===== src/rtl/core/fbre_pkg.sv =====
`timescale 1ns / 1ps
package fbre_pkg;

   // coordinate and size widths cover the largest store (256 x 256)
   localparam int CW = 10;
   localparam int SW = 9;

   localparam logic [7:0] SPACE_CHAR = 8'h20;

   localparam logic [2:0] REQ_SET     = 3'd0;
   localparam logic [2:0] REQ_CLEAR   = 3'd1;
   localparam logic [2:0] REQ_OUTLINE = 3'd2;
   localparam logic [2:0] REQ_FILL    = 3'd3;
   localparam logic [2:0] REQ_READ    = 3'd4;

   localparam logic [1:0] CSR_ROWS    = 2'd0;
   localparam logic [1:0] CSR_COLS    = 2'd1;
   localparam logic [1:0] CSR_SYM_LO  = 2'd2;
   localparam logic [1:0] CSR_SYM_HI  = 2'd3;

   typedef enum logic [2:0] {
      ST_INIT,
      ST_IDLE,
      ST_WALK,
      ST_READ,
      ST_DONE
   } state_type;

   typedef struct packed {
      logic [2:0]    op;
      logic [CW-1:0] x;
      logic [CW-1:0] y;
      logic [SW-1:0] w;
      logic [SW-1:0] h;
      logic [7:0]    border;
      logic [7:0]    inner;
      logic [SW-1:0] act_rows;
      logic [SW-1:0] act_cols;
   } cmd_type;

   typedef struct packed {
      logic       valid;
      logic [7:0] cell_char;
      logic       status;
   } rsp_type;

   function automatic logic [7:0] level_char(input logic [63:0] sym_lo,
                                             input logic [63:0] sym_hi,
                                             input logic [3:0]  level);
      logic [63:0] word;
      word = level[3] ? sym_hi : sym_lo;
      return word[{level[2:0], 3'b000} +: 8];
   endfunction

endpackage


===== src/rtl/core/fbre_seq.sv =====
`timescale 1ns / 1ps
module fbre_seq #(
   parameter int MAX_ROWS = 32,
   parameter int MAX_COLS = 64,
   parameter int AW       = 11
) (
   input  logic             clock,
   input  logic             reset,
   input  fbre_pkg::cmd_type cmd,
   input  logic             cmd_valid,
   output logic             cmd_ready,
   input  logic             rsp_free,
   output fbre_pkg::rsp_type rsp,
   input  logic [7:0]       rd_data,
   output logic             wr_en,
   output logic [AW-1:0]    wr_addr,
   output logic [7:0]       wr_data,
   output logic             rd_en,
   output logic [AW-1:0]    rd_addr
);

   localparam int DEPTH = MAX_ROWS * MAX_COLS;
   localparam logic [AW-1:0] LAST = AW'(DEPTH - 1);

   fbre_pkg::state_type       state_ff, state_in;
   fbre_pkg::cmd_type         cmd_ff, cmd_in;
   logic [fbre_pkg::SW-1:0]   r_ff, r_in;
   logic [fbre_pkg::SW-1:0]   c_ff, c_in;
   logic                      clip_ff, clip_in;
   logic                      hit_ff, hit_in;
   logic [AW-1:0]             init_ff, init_in;

   logic [fbre_pkg::CW-1:0]   row;
   logic [fbre_pkg::CW-1:0]   col;
   logic [AW-1:0]             cell_addr;
   logic                      in_act;
   logic                      row_edge;
   logic                      col_last;
   logic                      fill;
   logic                      touch;

   always_comb begin
      row       = cmd_ff.y + fbre_pkg::CW'(r_ff);
      col       = cmd_ff.x + fbre_pkg::CW'(c_ff);
      cell_addr = AW'(row * MAX_COLS + col);
      in_act    = (row < fbre_pkg::CW'(cmd_ff.act_rows)) &&
                  (col < fbre_pkg::CW'(cmd_ff.act_cols));
      row_edge  = (r_ff == '0) || (r_ff == cmd_ff.h - fbre_pkg::SW'(1));
      col_last  = (c_ff == cmd_ff.w - fbre_pkg::SW'(1));
      fill      = (cmd_ff.op != fbre_pkg::REQ_OUTLINE);
      // border cells always count; interior cells only when filling
      touch     = row_edge || (c_ff == '0) || col_last || fill;
   end

   always_ff @(posedge clock) begin
      if (reset) begin
         state_ff <= fbre_pkg::ST_INIT;
         init_ff  <= '0;
      end else begin
         state_ff <= state_in;
         init_ff  <= init_in;
      end
   end

   always_ff @(posedge clock) begin
      cmd_ff  <= cmd_in;
      r_ff    <= r_in;
      c_ff    <= c_in;
      clip_ff <= clip_in;
      hit_ff  <= hit_in;
   end

   always_comb begin
      state_in      = state_ff;
      cmd_in        = cmd_ff;
      r_in          = r_ff;
      c_in          = c_ff;
      clip_in       = clip_ff;
      hit_in        = hit_ff;
      init_in       = init_ff;
      cmd_ready     = 1'b0;
      rsp.valid     = 1'b0;
      rsp.cell_char = '0;
      rsp.status    = 1'b0;
      wr_en         = 1'b0;
      wr_addr       = cell_addr;
      wr_data       = cmd_ff.inner;
      rd_en         = 1'b0;
      rd_addr       = cell_addr;

      unique case (state_ff)
         fbre_pkg::ST_INIT: begin
            wr_en   = 1'b1;
            wr_addr = init_ff;
            wr_data = fbre_pkg::SPACE_CHAR;
            init_in = init_ff + AW'(1);
            if (init_ff == LAST) begin
               state_in = fbre_pkg::ST_IDLE;
            end
         end

         fbre_pkg::ST_IDLE: begin
            cmd_ready = 1'b1;
            if (cmd_valid) begin
               cmd_in  = cmd;
               r_in    = '0;
               c_in    = '0;
               clip_in = 1'b0;
               hit_in  = 1'b0;
               unique case (cmd.op)
                  fbre_pkg::REQ_SET, fbre_pkg::REQ_CLEAR,
                  fbre_pkg::REQ_OUTLINE, fbre_pkg::REQ_FILL: begin
                     if (cmd.w == '0 || cmd.h == '0) begin
                        state_in = fbre_pkg::ST_DONE;
                     end else begin
                        state_in = fbre_pkg::ST_WALK;
                     end
                  end
                  fbre_pkg::REQ_READ: state_in = fbre_pkg::ST_READ;
                  default:            state_in = fbre_pkg::ST_DONE;
               endcase
            end
         end

         fbre_pkg::ST_WALK: begin
            wr_en   = in_act && touch;
            wr_data = (row_edge || c_ff == '0 || col_last) ? cmd_ff.border : cmd_ff.inner;
            clip_in = clip_ff || (!in_act && touch);
            priority if (col_last) begin
               c_in = '0;
               if (r_ff == cmd_ff.h - fbre_pkg::SW'(1)) begin
                  state_in = fbre_pkg::ST_DONE;
               end else begin
                  r_in = r_ff + fbre_pkg::SW'(1);
               end
            end else if (!fill && !row_edge && c_ff == '0) begin
               // jump over the interior of an outline row
               c_in = cmd_ff.w - fbre_pkg::SW'(1);
            end else begin
               c_in = c_ff + fbre_pkg::SW'(1);
            end
         end

         fbre_pkg::ST_READ: begin
            rd_en    = in_act;
            hit_in   = in_act;
            clip_in  = !in_act;
            state_in = fbre_pkg::ST_DONE;
         end

         fbre_pkg::ST_DONE: begin
            rsp.valid     = 1'b1;
            rsp.cell_char = hit_ff ? rd_data : 8'h00;
            rsp.status    = clip_ff;
            if (rsp_free) begin
               state_in = fbre_pkg::ST_IDLE;
            end
         end

         default: state_in = fbre_pkg::ST_IDLE;
      endcase
   end

   a_one_port: assert property (@(posedge clock) disable iff (reset)
      !(wr_en && rd_en))
      else $error("store written and read in one cycle");

   a_read_done: assert property (@(posedge clock) disable iff (reset)
      state_ff == fbre_pkg::ST_READ |=> state_ff == fbre_pkg::ST_DONE)
      else $error("read did not finish in one cycle");

   a_walk_bounds: assert property (@(posedge clock) disable iff (reset)
      state_ff == fbre_pkg::ST_WALK |-> (r_ff < cmd_ff.h) && (c_ff < cmd_ff.w))
      else $error("walk counter past rectangle");

   a_addr_range: assert property (@(posedge clock) disable iff (reset)
      wr_en |-> wr_addr <= LAST)
      else $error("write address outside store");

endmodule


===== config.mk =====
export PLATFORM = sky130hd
export DESIGN_NAME = fbre_seq
export DESIGN_NICKNAME = d
export VERILOG_FILES = /design/src/rtl/core/fbre_pkg.sv /design/src/rtl/core/fbre_seq.sv
export SDC_FILE = /design/constraint.sdc
export NUM_CORES = 1
export LEC_CHECK = 0
export BUFFER_PORTS_ARGS = -buffer_cell sky130_fd_sc_hd__buf_4
export CELL_PAD_IN_SITES_DETAIL_PLACEMENT = 2
export CELL_PAD_IN_SITES_GLOBAL_PLACEMENT = 2
export CORE_AREA = 2 2 132 134
export CTS_CLUSTER_DIAMETER = 120
export CTS_CLUSTER_SIZE = 16
export DETAILED_ROUTE_END_ITERATION = 7
export DIE_AREA = 0 0 134 136
export PLACE_DENSITY_LB_ADDON = 0.2
export SETUP_SLACK_MARGIN = 0.3
export SLEW_MARGIN = 20
export SYNTH_ARGS = -nofsm -noshare
export SYNTH_HDL_FRONTEND = slang
export SYNTH_SLANG_ARGS = --single-unit
export TNS_END_PERCENT = 1

===== constraint.sdc =====
create_clock -name clock -period 10.1 [get_ports clock]
set_clock_uncertainty 0.1 [all_clocks]
set_input_delay 1.01 -clock clock [delete_from_list [all_inputs] [get_ports clock]]
set_output_delay 1.01 -clock clock [all_outputs]
set_load 0.05 [all_outputs]

==> metrics.csv <==
metric,value,unit
ctsRootBufferMaster,clkbuf_16,
fill_cells,1754,
slowest_delay,0.50,ns
p_sw,310,uW
coreArea,16900,um2
gp_congestion,0.790,
routed_via_density,5.25,
synth_ff_type,edfxtp_1,
grt_pass1_wl,30.2,mm
drcViolationCount,0,
ir_worst_vdd,0.0000987,V
diodes,0,
critPathTopFamily,compound AO/OA/AOI/OAI gates,
cp_max_fo,7,
pwr-share-clk,34.5,%
cp.buffers_inverters,3,
cp.required,8.99,ns
first_iter_violations,208,
post_dp_cell_area,7520,um2
routed_wl,19.1,mm
vias,4984,
power,1100,uW
yosysMostFrequentCell,edfxtp_1,
startpoint_type,flip-flop,
tightest_slew,0.922,ns
async_reset_ff_share,0,%
ys_seq_elements,109,
crit_path_frequent_cell,a21oi_1,
power_per_cell_area,140,nW/um2
setup_violations,0,
setup_tns,0,ns
io-pin-count,130,
yosys-top-cells-count,"edfxtp_1 (95), nor2_1 (55), nand2_1 (52), inv_1 (48), ha_1 (44)",
numPortBuffers,129,
syn_inst,589,
endpoint_kind,output pin,
syn-num-nets,723,
period_minus_slack,5.92,ns
cts.repair.resized,0,
power.share.switching,28.3,%
cts_buffers,9,
rsz0062_at_grt,false,
area_growth,24.6,%
cts_sinks,109,
htreeDepth,3,
dieArea,18200,um2
setup_ws,4.18,ns
combinationalPowerShare,18.5,%
cts_hold_buf,0,
synth_cell_type_count,58,
cp_slowest_cell,edfxtp_1,
path_clk_slew,0.08,ns
clockBufferDepth,2,
synth_top_cell_area_share,45.4,%
share_seq_of_total_power,47.0,%
grt_usage,21.6,%
grt.overflow.total,0,
die_y,136,um
clk_latency,0.36,ns
status,finished clean,
layout-drive-gt1-share,22.6,%
netlist_area,6290,um2
cts_tree,yes,
place_hpwl,14.9,mm
wl_per_cell,20.1,um
crit_type,flip-flop to output pin,
fin_crit_sh,58.6,%
ys_top_cells_by_area,"edfxtp_1 (45%), ha_1 (8.8%), xnor2_1 (5.4%)",
syn_area_per_cell,10.7,um2
final_net_count,854,
yosys_warnings,0,
maxCapViolCount,0,
fmax,0.169,GHz
cts_setup_buffers,0,
first_global_vias,5742,
relSlewSlack,38.5,%
row_count,48,
synth_edf_count,95,
yosysTopAreaCell,edfxtp_1,
path_cells,ha_1 > inv_1 > fa_1 > nor2b_1 > o21ai_0 > nand2_1 > a21o_1 > a21oi_1 > o21bai_1 > a21oi_1 > xnor2_1 > ha_1 > a211o_1 > a21oi_1 > o221ai_1 > a41oi_1 > o211ai_1 > a2111oi_0 > buf_4 > and4b_1 > buf_4,
final_area,7840,um2
antenna_found_initial,0,
die_w,134,um
hold_viol,0,
multi_input_area,2930,um2
drt-pass1-iter-count,4,
regArea,3130,um2
worstPathArrival,4.81,ns
slew_viol_final,0,
p_int,785,uW
p_leak,0.00326,uW
fin_hold_ws,0.418,ns
seq_area_frac_synth,49.8,%
final_antenna_net_count,0,
start_util,37.3,%
hp-class,flip-flop to flip-flop,
pre_cts_ws,4.60,ns
grt_max_degree,51,
[registers in the layout, summed over array words and instances (netlist names)]
register  cells
c_ff          9
init_ff      11
state_ff      3
cmd_ff       75
r_ff          9
hit_ff        1
clip_ff       1
[power by group through the flow]
stage	Sequential [uW]	Combinational (uW)	Clock, uW
final	514	203	378
after floorplan	520	125	0
after global routing	516	219	402
after CTS	515	206	387
after detailed placement	525	203	0
after global placement	524	195	0
[worst reg2reg max path: stages (launching register included)]
cell and delay, ns:
edfxtp_1 0.50, ha_1 0.25, inv_1 0.07, fa_1 0.21, nor2b_1 0.06, o21ai_0 0.15
nand2_1 0.10, a21o_1 0.19, a21oi_1 0.22, o21bai_1 0.12, a21oi_1 0.23, xnor2_1 0.16
ha_1 0.27, a211o_1 0.30, a21oi_1 0.13, o221ai_1 0.15, a41oi_1 0.19, o211ai_1 0.11
a2111oi_0 0.42, buf_4 0.21, a221oi_1 0.08
[kinds of logic after synthesis]
| family | Yosys count | synth area share [%] |
|---|---|---|
| and+or+nand+nor | 205 | 16.5 |
| adders and majority gates | 48 | 9.87 |
| AOI/OAI and AO/OA | 100 | 10.5 |
| muxes | 2 | 0.338 |
| xor gates and xnor gates | 65 | 9.29 |
| DFF | 109 | 49.8 |
| buffers and inverters | 60 | 3.64 |
[per-layer routing]
layer / vias to the layer above / track usage (%) / part of all wire (%)
met5: - / 0 / 0
met4: 0 / 7.68 / 2.4
met3: 33 / 3.69 / 2.5
met2: 77 / 41.8 / 56
met1: 2508 / 23.7 / 39
li1: 2366 / - / -
[stage by stage]
step,utilization [%],cells
after floorplan,-,589
after global placement,44.5,934
after detailed placement,44.5,934
after CTS,46.4,950
after global routing,46.4,950
final,46.4,950
[cell usage in the layout, fill, tap and decap left out, drive strengths merged, types with 17 or more instances in the layout]
| master | instances |
|---|---|
| buf | 132 |
| edfxtp | 95 |
| nor2 | 56 |
| nand2 | 52 |
| inv | 50 |
| ha | 44 |
| xnor2 | 39 |
| a21oi | 32 |
| o21ai | 26 |
| xor2 | 25 |
| nand3 | 17 |
[layout make-up]
cell class / instances / area share, %
Clock buffer: 12 / 3.69
Tap cell: 225 / 3.59
Timing Repair Buffer: 132 / 12.6
Inverter: 48 / 2.30
Multi-Input combinational cell: 420 / 37.4
Sequential cell: 109 / 40.0
Clock inverter: 4 / 0.399
[worst paths after layout]
kind              startpoint          to  slack [ns]  cells after the start
setup / recovery     r_ff[0]       rd_en        4.18                     21
hold / removal    init_ff[6]  init_ff[6]        0.42                      2
setup reg to reg     r_ff[0]     clip_ff        5.63                     20
hold reg to reg   init_ff[6]  init_ff[6]        0.42                      2
No activity file was read; power rests on OpenSTA's default activity.
